--- src/rtl/core/rbc_pkg.sv ---
`timescale 1ns / 1ps
package rbc_pkg;

  typedef enum logic [2:0] {
    MODE_NORMAL   = 3'd0,
    MODE_MULTIPLY = 3'd1,
    MODE_SCREEN   = 3'd2,
    MODE_OVERLAY  = 3'd3,
    MODE_DARKEN   = 3'd4,
    MODE_LIGHTEN  = 3'd5
  } mode_t;

  localparam logic [7:0] REG_BLEND_MODE    = 8'd0;
  localparam logic [7:0] REG_LAYER_OPACITY = 8'd1;
  localparam logic [8:0] OPACITY_FULL      = 9'd256;

  // Everything one pixel carries down the pipeline; each stage fills its own fields.
  typedef struct packed {
    logic [2:0][7:0]  sc;
    logic [2:0][7:0]  dc;
    logic [7:0]       sa;
    logic [7:0]       da;
    logic [2:0]       mode;
    logic [8:0]       op;
    logic [7:0]       ea;
    logic [7:0]       inv;
    logic [2:0][15:0] pm;
    logic [2:0][14:0] po;
    logic [2:0][15:0] dd;
    logic [2:0][7:0]  b;
    logic [2:0][23:0] ddi;
    logic [15:0]      ai;
    logic [7:0]       oa;
    logic [2:0][15:0] be;
    logic [2:0][15:0] t;
    logic [2:0][16:0] rem;
    logic [2:0][7:0]  q;
    logic [2:0]       ovf;
  } pix_t;

  // Floor of x/255 for x below 2^24: the reciprocal estimate is at most one low.
  function automatic logic [16:0] div255(input logic [24:0] x);
    logic [32:0] prod;
    logic [16:0] qe;
    logic [25:0] back;
    logic [25:0] r;
    prod = {x, 8'd0} + {8'd0, x};
    qe   = prod[32:16];
    back = {1'b0, qe, 8'd0} - {9'd0, qe};
    r    = {1'b0, x} - back;
    if (r >= 26'd255) begin
      qe = qe + 17'd1;
    end
    return qe;
  endfunction

endpackage

--- src/rtl/core/rbc_div.sv ---
`timescale 1ns / 1ps
module rbc_div
  import rbc_pkg::*;
(
  input  logic clk,
  input  logic rst_n,
  input  logic en,
  input  logic in_v,
  input  pix_t in_p,
  output logic out_v,
  output pix_t out_p
);

  localparam int Stages = 4;

  logic [Stages-1:0] v_r;
  pix_t st_r  [Stages];
  pix_t st_nxt[Stages];

  // Restoring division by the output alpha, two quotient bits per stage.
  for (genvar g = 0; g < Stages; g++) begin : g_stage
    always_comb begin
      pix_t        p;
      logic [16:0] dv;
      p = (g == 0) ? in_p : st_r[(g == 0) ? 0 : g - 1];
      for (int c = 0; c < 3; c++) begin
        if (g == 0) begin
          p.q[c]   = 8'd0;
          p.ovf[c] = p.rem[c] >= {1'b0, p.oa, 8'd0};
        end
        for (int j = 0; j < 2; j++) begin
          dv = {9'd0, p.oa} << (7 - 2 * g - j);
          if (p.rem[c] >= dv) begin
            p.rem[c] = p.rem[c] - dv;
            p.q[c][7 - 2 * g - j] = 1'b1;
          end
        end
      end
      st_nxt[g] = p;
    end

    always_ff @(posedge clk) begin
      if (!rst_n) begin
        v_r[g] <= 1'b0;
      end else if (en) begin
        v_r[g] <= (g == 0) ? in_v : v_r[(g == 0) ? 0 : g - 1];
      end
    end

    always_ff @(posedge clk) begin
      if (en) begin
        st_r[g] <= st_nxt[g];
      end
    end
  end

  assign out_v = v_r[Stages-1];
  assign out_p = st_r[Stages-1];

  a_rem_below_divisor: assert property (@(posedge clk) disable iff (!rst_n)
    v_r[Stages-1] && (st_r[Stages-1].ea != 8'd0) && (st_r[Stages-1].ovf == 3'd0) |->
      (st_r[Stages-1].rem[0] < {9'd0, st_r[Stages-1].oa}) &&
      (st_r[Stages-1].rem[1] < {9'd0, st_r[Stages-1].oa}) &&
      (st_r[Stages-1].rem[2] < {9'd0, st_r[Stages-1].oa}))
    else $error("division remainder not reduced");

  a_divisor_nonzero: assert property (@(posedge clk) disable iff (!rst_n)
    v_r[0] && (st_r[0].ea != 8'd0) |-> (st_r[0].oa != 8'd0))
    else $error("zero output alpha in divide path");

  a_valid_advance: assert property (@(posedge clk) disable iff (!rst_n)
    en && v_r[0] |=> v_r[1])
    else $error("valid lost between divide stages");

endmodule

--- config.mk ---
export PLATFORM = sky130hd
export DESIGN_NAME = rbc_div
export DESIGN_NICKNAME = d
export VERILOG_FILES = /design/src/rtl/core/rbc_pkg.sv /design/src/rtl/core/rbc_div.sv
export SDC_FILE = /design/constraint.sdc
export NUM_CORES = 2
export LEC_CHECK = 0
export BUFFER_PORTS_ARGS = -buffer_cell sky130_fd_sc_hd__buf_2
export CAP_MARGIN = 20
export CORE_AREA = 2 2 412 414
export CTS_BUF_LIST = sky130_fd_sc_hd__clkbuf_16
export CTS_CLUSTER_DIAMETER = 100
export DETAILED_ROUTE_END_ITERATION = 12
export DIE_AREA = 0 0 414 416
export PLACE_DENSITY = 0.65
export SLEW_MARGIN = 10
export SYNTH_ARGS = -nofsm -noshare
export SYNTH_HDL_FRONTEND = slang
export SYNTH_SLANG_ARGS = --single-unit
--- constraint.sdc ---
create_clock -name clk -period 7.95 [get_ports clk]
set_clock_uncertainty 0.15 [all_clocks]
set_input_delay 0.795 -clock clk [delete_from_list [all_inputs] [get_ports clk]]
set_output_delay 0.795 -clock clk [all_outputs]
set_load 0.05 [all_outputs]
; After elaboration in Yosys (flattened, before gate mapping)
; Memories as Yosys holds them, arrays and structs flattened.
; Index checks and enable logic that the tools add are counted.
[totals]
ff_bits = 4
ram_bits = 2108
inputBits = 531
wordCells = 106
mem_count = 1
[classes]
addsub = 24
magnitude_cmp = 27
mux = 50
[memory_table]
columns = memory, words, word_bits, rd, rd_clocked_by_memory_dff, write_ports, line_no
row1 = st_r, 4, 527, 4, 0, 4, rbc_div.sv:17  ; pix_t st_r [Stages];
[ops]
columns = op, n
row1 = 17-bit two-way mux, 24
row2 = 17-bit by 10-bit >= comparator with 1-bit output, 3
row3 = 17-bit by 11-bit >= comparator with 1-bit output, 3
row4 = 17-bit by 12-bit >= comparator with 1-bit output, 3
row5 = 17-bit by 13-bit >= comparator with 1-bit output, 3
row6 = 17-bit by 14-bit >= comparator with 1-bit output, 3
row7 = 17-bit by 15-bit >= comparator with 1-bit output, 3
row8 = 17-bit by 16-bit >= comparator with 1-bit output, 3
row9 = 17-bit by 8-bit >= comparator with 1-bit output, 3
row10 = 17-bit by 9-bit >= comparator with 1-bit output, 3
row11 = 17-bit by 10-bit subtractor with 17-bit output, 3
row12 = 17-bit by 11-bit subtractor with 17-bit output, 3
row13 = 17-bit by 12-bit subtractor with 17-bit output, 3
row14 = 17-bit by 13-bit subtractor with 17-bit output, 3
row15 = 17-bit by 14-bit subtractor with 17-bit output, 3
row16 = 17-bit by 15-bit subtractor with 17-bit output, 3
row17 = 17-bit by 8-bit subtractor with 17-bit output, 3
row18 = 17-bit by 9-bit subtractor with 17-bit output, 3
row19 = 1-bit two-way mux, 26

; Longest topological paths before layout
; An unclocked memory read counts as a cell.
[logic_depth]
ltp_word = 5
depth_mapped = 25

; Worst setup path after synthesis
; Ideal clock, no wire load.
[synth_path]
path_kind = input -> register
startpoint = input port in_p[175] (netlist bit)
endpoint = memory st_r[0][55] (netlist bit) (data pin)
setup_ns = 0.269
arrival_ns = 5.288
slack_ns = 2.243
path_stages = 21
n_path_buf = 2
path_cell_list = inv_1 > fa_1 > a21o_1 > a21oi_1 > o21bai_1 > a211o_1 > a21oi_1 > inv_1 > clkbuf_1 > a21oi_1 > ha_1 > nor2b_1 > o21ai_0 > a21oi_1 > o21ai_0 > a21boi_0 > o21ai_0 > a21oi_1 > nor3_1 > clkbuf_1 > o21ai_0
[synth_rtl]
columns = element, line_no
row1 = "start, declared", rbc_div.sv:9  ; input pix_t in_p,
row2 = "end, declared", rbc_div.sv:17

==> impl_metrics.json <==
{
  "status": "finished clean",
  "ys_warn_count": 0,
  "period_share_pct": 82.6,
  "drtIter0Drc": 2893,
  "gr-total-overflow": 0,
  "synth_compound_area_share_pct": 5.21,
  "slew_headroom_pct": 25.6,
  "initial_utilization_pct": 45.7,
  "tns_ns": 0,
  "die_h_um": 416,
  "worstPathArrival_ns": 6.97,
  "clkLatencyLatePin_ns": 0.83,
  "post-cts-setup-buffers": 0,
  "synth_top_area_share_pct": 81.0,
  "ys_seq_area_share_pct": 81.1,
  "synth_area_per_cell_um2": 18.2,
  "synthMostInstantiatedCell": "edfxtp_1",
  "routed_wl_um": 159000,
  "yosysUniqueCellTypes": 91,
  "synthXorXnorAreaFrac_pct": 1.98,
  "p_per_area_nw_per_um2": 312,
  "crit_path_max_fanout": 16,
  "cts_max_path_buffers": 3,
  "area_growth_pct": 25.4,
  "ys_top_cells_by_count": "edfxtp_1, ha_1, a21oi_1, nor2_1, inv_1",
  "ctsHtreeMaxLevel": 4,
  "dp_hpwl_um": 108000,
  "fp.dieW_um": 414,
  "first_pass_iters": 5,
  "max_freq_ghz": 0.152,
  "cts_buffers": 200,
  "portBuffers": 1031,
  "ys.flop_type": "edfxtp_1",
  "grt_max_degree": 181,
  "cp-start-kind": "flop",
  "drc": 0,
  "num_rows": 151,
  "synth-edff-count": 2072,
  "setup_viol": 0,
  "power_leakage_nw": 36.0,
  "irDropWorstVdd_mv": 0.266,
  "dp_cells": 7462,
  "r2r_start": "st_r[2][174]",
  "place.gp.congestion": 0.830,
  "synth_top_family_by_area": "compound AO/OA/AOI/OAI gates",
  "p_total_mw": 30.1,
  "rsz0062_at_grt": "no",
  "post-route-min-period_ns": 6.57,
  "grt_pass1_wl_um": 236000,
  "endpoint_kind": "flop",
  "drv_slew": 0,
  "nets": 6679,
  "dieArea_um2": 172000,
  "ant_nets": 0,
  "synthMuxAreaShare_pct": 1.26,
  "drive_gt1_share_pct": 24.3,
  "groute.usage.overall_pct": 18.0,
  "worst_pin_slew_ns": 1.12,
  "hp-class": "in -> reg",
  "wire_per_inst_um": 19.1,
  "cap_violations": 0,
  "fin_cells": 8303,
  "grt_pass1_vias": 40800,
  "clk_pin_slew_worst_paths_ns": 0.06,
  "async_reset_ff_share_pct": 0,
  "io_pins": 1059,
  "post-route-util_pct": 57.3,
  "cts_tree": "done",
  "vias": 40900,
  "clock_sinks": 2076,
  "core_um2": 168000,
  "netlist_area_um2": 76800,
  "hold_violations": 0,
  "synthAdderAreaFrac_pct": 4.15,
  "grt_antenna_before_repair": 32,
  "synth_simple_gate_area_share_pct": 5.10,
  "worst_ep_required_time_ns": 8.35,
  "ys_ff_latch": 2076,
  "synth_nets": 4980,
  "min_from": "in_p[49]",
  "critical_path_class": "reg -> reg",
  "vias_per_cell": 4.92,
  "fillCellCount": 12700,
  "synth.area.top_cells": "edfxtp_1, ha_1, xnor2_1, a21oi_1, o21ai_0",
  "syn_inst": 4209,
  "setup.worst_path.start": "st_r[2][174]",
  "synth.largest_area_cell": "edfxtp_1",
  "cts_root_buffer": "clkbuf_16"
}
==> power by group <==
group,internal (mW),total [mW],switching (mW)
clock,5.35,9.38,4.03
sequential,13.5,14.0,0.468
combinational,2.57,6.74,4.17
==> cells by family (layout without fill, tap and decap cells) <==
| family | Yosys count | count (layout) |
|---|---|---|
| compound gates | 638 | 638 |
| xor+xnor | 174 | 174 |
| fa+ha+maj | 240 | 240 |
| buf+inv | 229 | 2093 |
| mux | 90 | 90 |
| other cells | 0 | 12 |
| simple gates | 762 | 762 |
| flops | 2076 | 2076 |
==> path summary, 6_finish.rpt <==
path	depth (start not counted)	slack, ns	to
worst min register to register	0	0.25	st_r[3][266]
worst min-delay path	1	0.14	st_r[0][49]
worst max-delay path	20	1.38	st_r[3][67]
worst max register to register	20	1.38	st_r[3][67]
==> stage by stage <==
| step | worst slack, ns | area [µm²] | hold slack [ns] |
|---|---|---|---|
| 2_1_floorplan | 2.24 | 76800 | 0.250 |
| 3_3_place_gp | 1.57 | 85100 | 0.250 |
| 3_5_place_dp | 1.46 | 85100 | 0.255 |
| 4_1_cts | 1.42 | 96300 | 0.0140 |
| 5_1_grt | 0.742 | 96300 | 0.0422 |
| 6_report | 1.38 | 96300 | 0.136 |
==> layout make-up <==
class	instances	area, µm²	share of cell area (%)
diodes	12	30.0	0.0312
clock buffers	201	5030	5.22
clock inverters	166	1560	1.62
inverters	184	693	0.720
multi-input cells	1904	13600	14.1
flip-flops and latches	2076	62300	64.7
well taps	2218	2780	2.88
repair buffers	1542	10300	10.7
==> critical path, stage by stage (launching register included) <==
cell and delay [ns]:
edfxtp_1 0.33, buf_4 0.18, ha_1 0.18, inv_1 0.05, fa_1 0.41, a211oi_1 0.33
o21bai_1 0.16, a2111oi_0 0.62, o21ai_1 0.30, nor2_1 0.59, o21ai_0 0.34, ha_1 0.38
a21o_1 0.16, a21o_1 0.20, a21oi_1 0.23, o21ai_0 0.17, a21oi_1 0.18, nand2_1 0.16
nor4_2 0.54, buf_4 0.30, mux2_2 0.35
==> metal layers <==
metal | part of all wire, % | wire length (µm) | track usage, %
met2 | 51 | 81400 | 31.6
met5 | 0.12 | 184 | 0
met3 | 5.8 | 9200 | 4.90
met4 | 3.9 | 6260 | 7.48
met1 | 39 | 61700 | 20.9
==> layout by cell type, fill, tap and decap left out, types with 23 or more instances in the layout <==
| cell | netlist | final |
|---|---|---|
| a21o_1 | 42 | 42 |
| a21oi_1 | 183 | 183 |
| buf_2 | 12 | 1030 |
| buf_4 | 2 | 38 |
| clkbuf_16 | 0 | 201 |
| clkinv_1 | 0 | 40 |
| clkinv_2 | 0 | 30 |
| dlygate4sd3_1 | 0 | 462 |
| edfxtp_1 | 2072 | 2072 |
| fa_1 | 24 | 24 |
| ha_1 | 216 | 216 |
| inv_1 | 180 | 216 |
| mux2_2 | 51 | 51 |
| mux2i_1 | 34 | 34 |
| nand2_1 | 178 | 178 |
| nand2b_1 | 35 | 35 |
| nand3_1 | 40 | 40 |
| nand4_1 | 44 | 44 |
| nor2_1 | 181 | 181 |
| nor2b_1 | 52 | 52 |
| nor3_1 | 73 | 72 |
| nor4_1 | 24 | 23 |
| o21a_1 | 37 | 37 |
| o21ai_0 | 177 | 177 |
| o21bai_1 | 24 | 24 |
| o31ai_1 | 25 | 24 |
| xnor2_1 | 126 | 126 |
| xor2_1 | 48 | 48 |
==> timing repair <==
item / CTS / global route
hold endpoints to repair: 461 / 0
hold buffers: 462 / 0
resized for setup: 0 / 0
==> sequential cells by signal, indices dropped and copies added, names as in the netlist <==
register  count
st_r       2072
out_v         1
v_r           3
No activity file was read; power rests on OpenSTA's default activity.
