<file path="config.mk">
export PLATFORM = sky130hd
export DESIGN_NAME = rbc_blend
export DESIGN_NICKNAME = d
export VERILOG_FILES = /design/src/rtl/core/rbc_pkg.sv /design/src/rtl/core/rbc_blend.sv
export SDC_FILE = /design/constraint.sdc
export NUM_CORES = 2
export LEC_CHECK = 0
export ABC_CLOCK_PERIOD_IN_PS = 9500
export BUFFER_PORTS_ARGS = -buffer_cell sky130_fd_sc_hd__buf_2
export CORE_ASPECT_RATIO = 1.25
export CORE_MARGIN = 2
export CORE_UTILIZATION = 48
export DETAILED_ROUTE_END_ITERATION = 6
export PLACE_DENSITY = 0.69
export RECOVER_POWER = 50
export SYNTH_ARGS = -nofsm -noshare
export SYNTH_HDL_FRONTEND = slang
export SYNTH_SLANG_ARGS = --single-unit
</file>
<file path="constraint.sdc">
create_clock -name clk -period 9.5 [get_ports clk]
set_input_delay 1.425 -clock clk [delete_from_list [all_inputs] [get_ports clk]]
set_output_delay 1.425 -clock clk [all_outputs]
set_load 0.05 [all_outputs]
</file>
<file path="src/rtl/core/rbc_pkg.sv">
`timescale 1ns / 1ps
package rbc_pkg;

  typedef enum logic [2:0] {
    MODE_NORMAL   = 3'd0,
    MODE_MULTIPLY = 3'd1,
    MODE_SCREEN   = 3'd2,
    MODE_OVERLAY  = 3'd3,
    MODE_DARKEN   = 3'd4,
    MODE_LIGHTEN  = 3'd5
  } mode_t;

  localparam logic [7:0] REG_BLEND_MODE    = 8'd0;
  localparam logic [7:0] REG_LAYER_OPACITY = 8'd1;
  localparam logic [8:0] OPACITY_FULL      = 9'd256;

  // Everything one pixel carries down the pipeline; each stage fills its own fields.
  typedef struct packed {
    logic [2:0][7:0]  sc;
    logic [2:0][7:0]  dc;
    logic [7:0]       sa;
    logic [7:0]       da;
    logic [2:0]       mode;
    logic [8:0]       op;
    logic [7:0]       ea;
    logic [7:0]       inv;
    logic [2:0][15:0] pm;
    logic [2:0][14:0] po;
    logic [2:0][15:0] dd;
    logic [2:0][7:0]  b;
    logic [2:0][23:0] ddi;
    logic [15:0]      ai;
    logic [7:0]       oa;
    logic [2:0][15:0] be;
    logic [2:0][15:0] t;
    logic [2:0][16:0] rem;
    logic [2:0][7:0]  q;
    logic [2:0]       ovf;
  } pix_t;

  // Floor of x/255 for x below 2^24: the reciprocal estimate is at most one low.
  function automatic logic [16:0] div255(input logic [24:0] x);
    logic [32:0] prod;
    logic [16:0] qe;
    logic [25:0] back;
    logic [25:0] r;
    prod = {x, 8'd0} + {8'd0, x};
    qe   = prod[32:16];
    back = {1'b0, qe, 8'd0} - {9'd0, qe};
    r    = {1'b0, x} - back;
    if (r >= 26'd255) begin
      qe = qe + 17'd1;
    end
    return qe;
  endfunction

endpackage

</file>
<file path="src/rtl/core/rbc_blend.sv">
`timescale 1ns / 1ps
module rbc_blend
  import rbc_pkg::*;
(
  input  logic clk,
  input  logic rst_n,
  input  logic en,
  input  logic in_v,
  input  pix_t in_p,
  output logic out_v,
  output pix_t out_p
);

  logic v1_r, v2_r, v3_r, v4_r;
  pix_t s1_r, s2_r, s3_r, s4_r;
  pix_t s1_nxt, s2_nxt, s3_nxt, s4_nxt;

  // Stage 1: effective alpha and the raw channel products.
  always_comb begin
    logic [16:0] eprod;
    logic [7:0]  a, bb;
    s1_nxt = in_p;
    eprod = {1'b0, in_p.sa} * in_p.op + 17'd128;
    s1_nxt.ea = eprod[15:8];
    for (int c = 0; c < 3; c++) begin
      s1_nxt.pm[c] = in_p.sc[c] * in_p.dc[c];
      if (in_p.dc[c] < 8'd128) begin
        a  = in_p.sc[c];
        bb = in_p.dc[c];
      end else begin
        a  = 8'd255 - in_p.sc[c];
        bb = 8'd255 - in_p.dc[c];
      end
      s1_nxt.po[c] = 15'(a * bb);
      s1_nxt.dd[c] = in_p.dc[c] * in_p.da;
    end
  end

  // Stage 2: blended channel and the destination weights.
  always_comb begin
    logic [16:0] m, o;
    s2_nxt = s1_r;
    s2_nxt.inv = 8'd255 - s1_r.ea;
    s2_nxt.ai  = s1_r.da * s2_nxt.inv;
    for (int c = 0; c < 3; c++) begin
      m = div255({9'd0, s1_r.pm[c]} + 25'd127);
      o = div255({9'd0, s1_r.po[c], 1'b0} + 25'd127);
      s2_nxt.ddi[c] = s1_r.dd[c] * s2_nxt.inv;
      unique case (s1_r.mode)
        MODE_MULTIPLY: s2_nxt.b[c] = m[7:0];
        MODE_SCREEN:   s2_nxt.b[c] = s1_r.sc[c] + s1_r.dc[c] - m[7:0];
        MODE_OVERLAY:  s2_nxt.b[c] = (s1_r.dc[c] < 8'd128) ? o[7:0] : 8'd255 - o[7:0];
        MODE_DARKEN:   s2_nxt.b[c] = (s1_r.sc[c] < s1_r.dc[c]) ? s1_r.sc[c] : s1_r.dc[c];
        MODE_LIGHTEN:  s2_nxt.b[c] = (s1_r.sc[c] > s1_r.dc[c]) ? s1_r.sc[c] : s1_r.dc[c];
        default:       s2_nxt.b[c] = s1_r.sc[c];
      endcase
    end
  end

  // Stage 3: output alpha and the two color terms.
  always_comb begin
    logic [16:0] da_term;
    logic [16:0] tq;
    s3_nxt = s2_r;
    da_term = div255({9'd0, s2_r.ai} + 25'd127);
    s3_nxt.oa = s2_r.ea + da_term[7:0];
    for (int c = 0; c < 3; c++) begin
      s3_nxt.be[c] = s2_r.b[c] * s2_r.ea;
      tq = div255({1'b0, s2_r.ddi[c]});
      s3_nxt.t[c] = tq[15:0];
    end
  end

  // Stage 4: numerator with the rounding half of the divisor.
  always_comb begin
    s4_nxt = s3_r;
    for (int c = 0; c < 3; c++) begin
      s4_nxt.rem[c] = {1'b0, s3_r.be[c]} + {1'b0, s3_r.t[c]} + {10'd0, s3_r.oa[7:1]};
    end
  end

  always_ff @(posedge clk) begin
    if (!rst_n) begin
      v1_r <= 1'b0;
      v2_r <= 1'b0;
      v3_r <= 1'b0;
      v4_r <= 1'b0;
    end else if (en) begin
      v1_r <= in_v;
      v2_r <= v1_r;
      v3_r <= v2_r;
      v4_r <= v3_r;
    end
  end

  always_ff @(posedge clk) begin
    if (en) begin
      s1_r <= s1_nxt;
      s2_r <= s2_nxt;
      s3_r <= s3_nxt;
      s4_r <= s4_nxt;
    end
  end

  assign out_v = v4_r;
  assign out_p = s4_r;

  a_oa_covers_ea: assert property (@(posedge clk) disable iff (!rst_n)
    v3_r && (s3_r.ea != 8'd0) |-> (s3_r.oa >= s3_r.ea))
    else $error("output alpha below effective alpha");

  a_inv_sum: assert property (@(posedge clk) disable iff (!rst_n)
    v2_r |-> ({1'b0, s2_r.ea} + {1'b0, s2_r.inv} == 9'd255))
    else $error("inverse alpha inconsistent");

  a_hold: assert property (@(posedge clk) disable iff (!rst_n)
    v4_r && !en |=> v4_r && $stable(s4_r))
    else $error("stage four changed while held");

endmodule

</file>
Word-level counts from Yosys, hierarchy flattened
Cells that the tools add are included.
{ "op_classes": {"shift": 0, "div_mod_pow": 0, "n_mux": 28, "n_addsub": 71, "bitwise_logic": 0, "order_cmp": 22, "mul": 17, "reduce_logical": 0, "n_eq_ne": 5} }
{ "op_table": {"columns": ["op", "count"], "rows": [
  [">= comparator 26 x 8 -> 1 bit (second input constant)", 10],
  ["adder 25 x 17 -> 26 bit", 7],
  ["2-to-1 mux 8 bit", 22],
  ["multiplier 8 x 8 -> 16 bit", 10],
  ["subtractor 18 x 19 -> 20 bit", 7],
  ["subtractor 18 x 10 -> 19 bit", 7],
  ["one-hot mux 8 bit (5 select lines)", 3],
  ["adder 16 x 7 -> 17 bit (second input constant)", 7],
  ["adder 32 x 24 -> 33 bit", 3],
  ["subtractor 8 bit (first input constant)", 10],
  ["subtractor 24 x 26 -> 26 bit", 3],
  ["subtractor 25 x 17 -> 26 bit", 3],
  ["multiplier 16 x 8 -> 24 bit", 3],
  ["adder 8 x 1 -> 8 bit (second input constant)", 7],
  ["adder 16 x 16 -> 17 bit", 3],
  ["adder 17 x 7 -> 17 bit", 3],
  ["adder 16 x 1 -> 16 bit (second input constant)", 3],
  ["less-than comparator 8 bit (second input constant)", 6],
  ["2-to-1 mux 16 bit", 3],
  ["multiplier 8 x 8 -> 15 bit", 3],
  ["adder 8 bit", 4],
  ["> comparator 8 bit", 3],
  ["less-than comparator 8 bit", 3],
  ["subtractor 8 bit", 3],
  ["5 further kinds", 7]
]} }
{ "word_totals": {"regBits": 1631, "mem_bits_rw": 0, "out_inout_bits": 528, "latch_bits": 0, "wordCells": 284, "n_memories": 0, "romBits": 0} }

Logic depth before layout (Yosys ltp)
{ "logic_depth": {"word_depth": 9, "depth_mapped": 49} }

Least setup slack after synthesis
OpenSTA, ideal clock, no wires.
{ "synth_path": {"path_kind": "register -> register", "startpoint": "reg s1_r[403] (netlist name)", "endpoint": "reg s2_r[284] (netlist name), data pin", "synth_period_minus_slack_ns": 10.100, "stages_incl_launch_ff": 44, "setup_slack_ns": -0.600, "setup_ns": 0.268, "arrival_time_ns": 9.832, "t_required_ns": 9.232, "cell_sequence": "edfxtp_1 > buf_2 > inv_1 > ha_1 > clkbuf_1 > nor2b_1 > a21o_1 > nor2_1 > xnor2_1 > inv_1 > ha_1 > and2_1 > and2_1 > a311o_1 > a311oi_2 > nor3_4 > a41oi_1 > ha_1 > (+8 left out) > o21ai_0 > mux2_2 > nor4_1 > o2111ai_1 > nor3_2 > mux2i_1 > fa_1 > fa_1 > a21o_1 > a21oi_1 > o21bai_1 > a21oi_1 > xnor2_1 > a221oi_1 > a21oi_1 > o21ai_0 > o311a_1 > o21ai_0"} }
{ "synth_rtl": {"columns": ["element", "line", "rtl"], "rows": [
  ["start: declaration", "rbc_blend.sv:15", "pix_t s1_r, s2_r, s3_r, s4_r;"],
  ["start signal: assignment", "rbc_blend.sv:98", "s1_r <= s1_nxt;"],
  ["end signal: assignment", "rbc_blend.sv:99", "s2_r <= s2_nxt;"],
  ["end: declaration", "rbc_blend.sv:15", null]
]} }

==> results by group <==
Min path
  • HP Class: register to register

Yosys
  • Synth cell count leaders: 1627 x edfxtp_1, 1477 x inv_1, 1154 x ha_1
  • Post-synth EDFFs: 1627
  • Most frequent cell after synthesis: edfxtp_1
  • Asr flop ratio synth: 0%
  • Post-synthesis simple-gate area fraction: 11.9%
  • Distinct cells, synth: 108
  • Synth warn: 0
  • Compound-Gate Fraction of Synth Area: 8.17%
  • Synth top area share: 41.8%
  • XOR/XNOR share of the synthesized area: 5.60%
  • Top cells by area, synth: edfxtp_1 42%, fa_1 14%, ha_1 12%
  • Largest family of logic cells by synthesized area: adder cells
  • Mean post-synth cell area: 11.4 um^2
  • Ys flop type: edfxtp_1
  • Synth Cell Area: 117000 um^2
  • Yosys reg bits: 1631
  • Post-Syn Instances: 10.2k
  • Synth area leader: edfxtp_1
  • Synth Area in Adders: 26.4%
  • Seq/Total Area, Yosys: 41.9%
  • Mux cell area share after synthesis: 0.657%

Finish
  • Area occupied by multi-input gates: 63100 um^2
  • Layout Nets: 14.0k
  • Post-layout util: 55.8%
  • Filler Cell Count: 20.4k
  • Syn-to-layout area delta: 15.6%
  • Register area: 48900 um^2
  • Share of layout cells above drive strength 1: 14.7%

Clock network
  • Worst-path clk slew: 0.06 ns
  • CTS tree: yes
  • CTS sink count: 1631
  • H-Tree Depth: 4
  • CTS max path bufs: 4
  • Root Buffer: clkbuf_16
  • Num CTS Buffers: 176
  • Worst-Skew Late Latency: 0.87 ns

Run status
  • Failing checks: capacitance limit, slew limit
  • Status: finished, violations left

GRT
  • Largest net degree at the start of global routing: 210
  • Initial antenna violation count: 40
  • Tot GR Track Use: 25.5%
  • Total grt overflow: 0
  • Number of global-route vias before repair: 84.2k
  • Global-route wire length before repair: 485000 um

Place
  • Final RePlAce weighted congestion: 0.939
  • DP HPWL: 247000 um
  • PortBufs: 634

Timing
  • Endpoints failing setup: 0
  • Pins Over Slew Limit: 845
  • Post-layout min period: 9.41 ns
  • RSZ-0062 raised after global routing: true
  • Worst Tran Pin Value: 7.28 ns
  • Highest clock rate: 0.106 GHz
  • Hold Fails Final Rpt: 0
  • Period utilisation layout: 99.1%
  • Slew Limit Headroom: -385%
  • Setup TNS: 0 ns
  • Skew final: 0.0878 ns

Routing
  • Via count: 81.5k
  • Avg WL per Cell: 21.4 um
  • DRT antenna net count: 0
  • Detailed Routing Iterations Pass 1: 6
  • Routed vias/inst: 5.51
  • DRC Markers: 0
  • Drt first-iter violations: 5349
  • WL final: 317000 um

Die
  • Die width: 445 um
  • Num rows: 202
  • Die area: 247000 um^2
  • Chip height: 555 um
  • CORE AREA: 242000 um^2
  • Initial Util: 48.2%
  • IO Pins: 1059

Critical path
  • CP max FO: 4
  • Setup CP Type: register to register
  • Most used cell, CP: buf_4
  • CP Launch Type: register
  • CP peak stage delay: 0.44 ns
  • Max stage delay cell, worst path: fa_1
  • CP endpoint kind: register
  • Flop-to-flop setup slack: 0.09 ns
  • Critical path arrival: 9.97 ns
  • Required time worst endpoint: 10.06 ns

Job
  • Max-Cap Viols: 27
-- layout by cell type, fill, tap and decap left out, types with 177 or more instances in the layout --
cell type,Yosys,layout
xnor2_1,502,477
ha_1,1154,1129
inv_1,1477,1468
fa_1,819,815
xor2_1,235,225
a21oi_1,435,396
nand2_1,816,808
nor2_1,334,323
buf_2,3,557
clkbuf_16,0,177
buf_4,0,527
and2_1,533,506
edfxtp_1,1627,1627
nor2b_1,286,281
o21ai_0,321,293
-- final cells by class --
| type | count | share of cell area, % |
|---|---|---|
| Multi-Input combinational cell | 6932 | 46.7 |
| Sequential cell | 1631 | 36.2 |
| Timing Repair Buffer | 1256 | 5.67 |
| Inverter | 1482 | 4.12 |
| Clock buffer | 198 | 3.34 |
| Tap cell | 3162 | 2.93 |
| Clock inverter | 115 | 0.948 |
| Antenna cell | 14 | 0.0259 |
-- logic make-up after synthesis --
logic type      after synthesis
simple gates               2665
fa+ha+maj                  1975
buf+inv                    1662
flops                      1631
compound gates             1469
xor+xnor                    741
mux                          75
other cells                   1
-- critical path, delay by kind of cell (launching register included) --
family / cells / cell delay (ns)
AOI/OAI and AO/OA: 19 / 3.52
DFF: 1 / 0.38
xor gates and xnor gates: 3 / 0.49
buffers and inverters: 7 / 0.96
adders and majority gates: 6 / 1.97
and+or+nand+nor: 9 / 1.29
muxes: 2 / 0.53
-- routing by layer --
layer | vias up | part of all wire, % | GRT usage, %
met4 | 38 | 6.3 | 13.8
met2 | 2617 | 46 | 41.7
met5 | - | 0.073 | 0
li1 | 37609 | - | -
met3 | 702 | 6.7 | 4.85
met1 | 40501 | 41 | 31.9
-- metrics by stage --
step | hold WS, ns | instance area (um^2) | setup slack [ns] | std cells
after floorplan | 0.400 | 117000 | -0.00769 | 10225
after global placement | 0.401 | 128000 | -0.364 | 14388
after detailed placement | 0.405 | 128000 | -0.421 | 14388
after CTS | 0.362 | 134000 | -0.00830 | 14716
after global routing | 0.383 | 135000 | -0.413 | 14778
final | 0.351 | 135000 | 0.0898 | 14790
-- state kept, by name (all words and copies together) (netlist names) --
signal and cells:
s2_r 372, v3_r 1, out_p 527, v2_r 1
s1_r 252, s3_r 476, out_v 1, v1_r 1
-- worst paths after layout --
check	startpoint	end	depth (start not counted)
setup reg to reg	s1_r[403]$_DFFE_PP_	s2_r[284]$_DFFE_PP_	46
setup / recovery	s1_r[403]$_DFFE_PP_	s2_r[284]$_DFFE_PP_	46
hold reg to reg	s3_r[459]$_DFFE_PP_	out_p[459]$_DFFE_PP_	0
hold / removal	s3_r[459]$_DFFE_PP_	out_p[459]$_DFFE_PP_	0
-- repair_timing --
item,4_1_cts,5_1_grt
hold buffers,0,0
buffers inserted,15,64
gates cloned,0,0
gates resized for setup,45,264
setup endpoints to repair,17,42
pin swaps,21,174
Power is not shown: default switching activity piles up to over one toggle a cycle in this logic, so the estimate is an artifact.
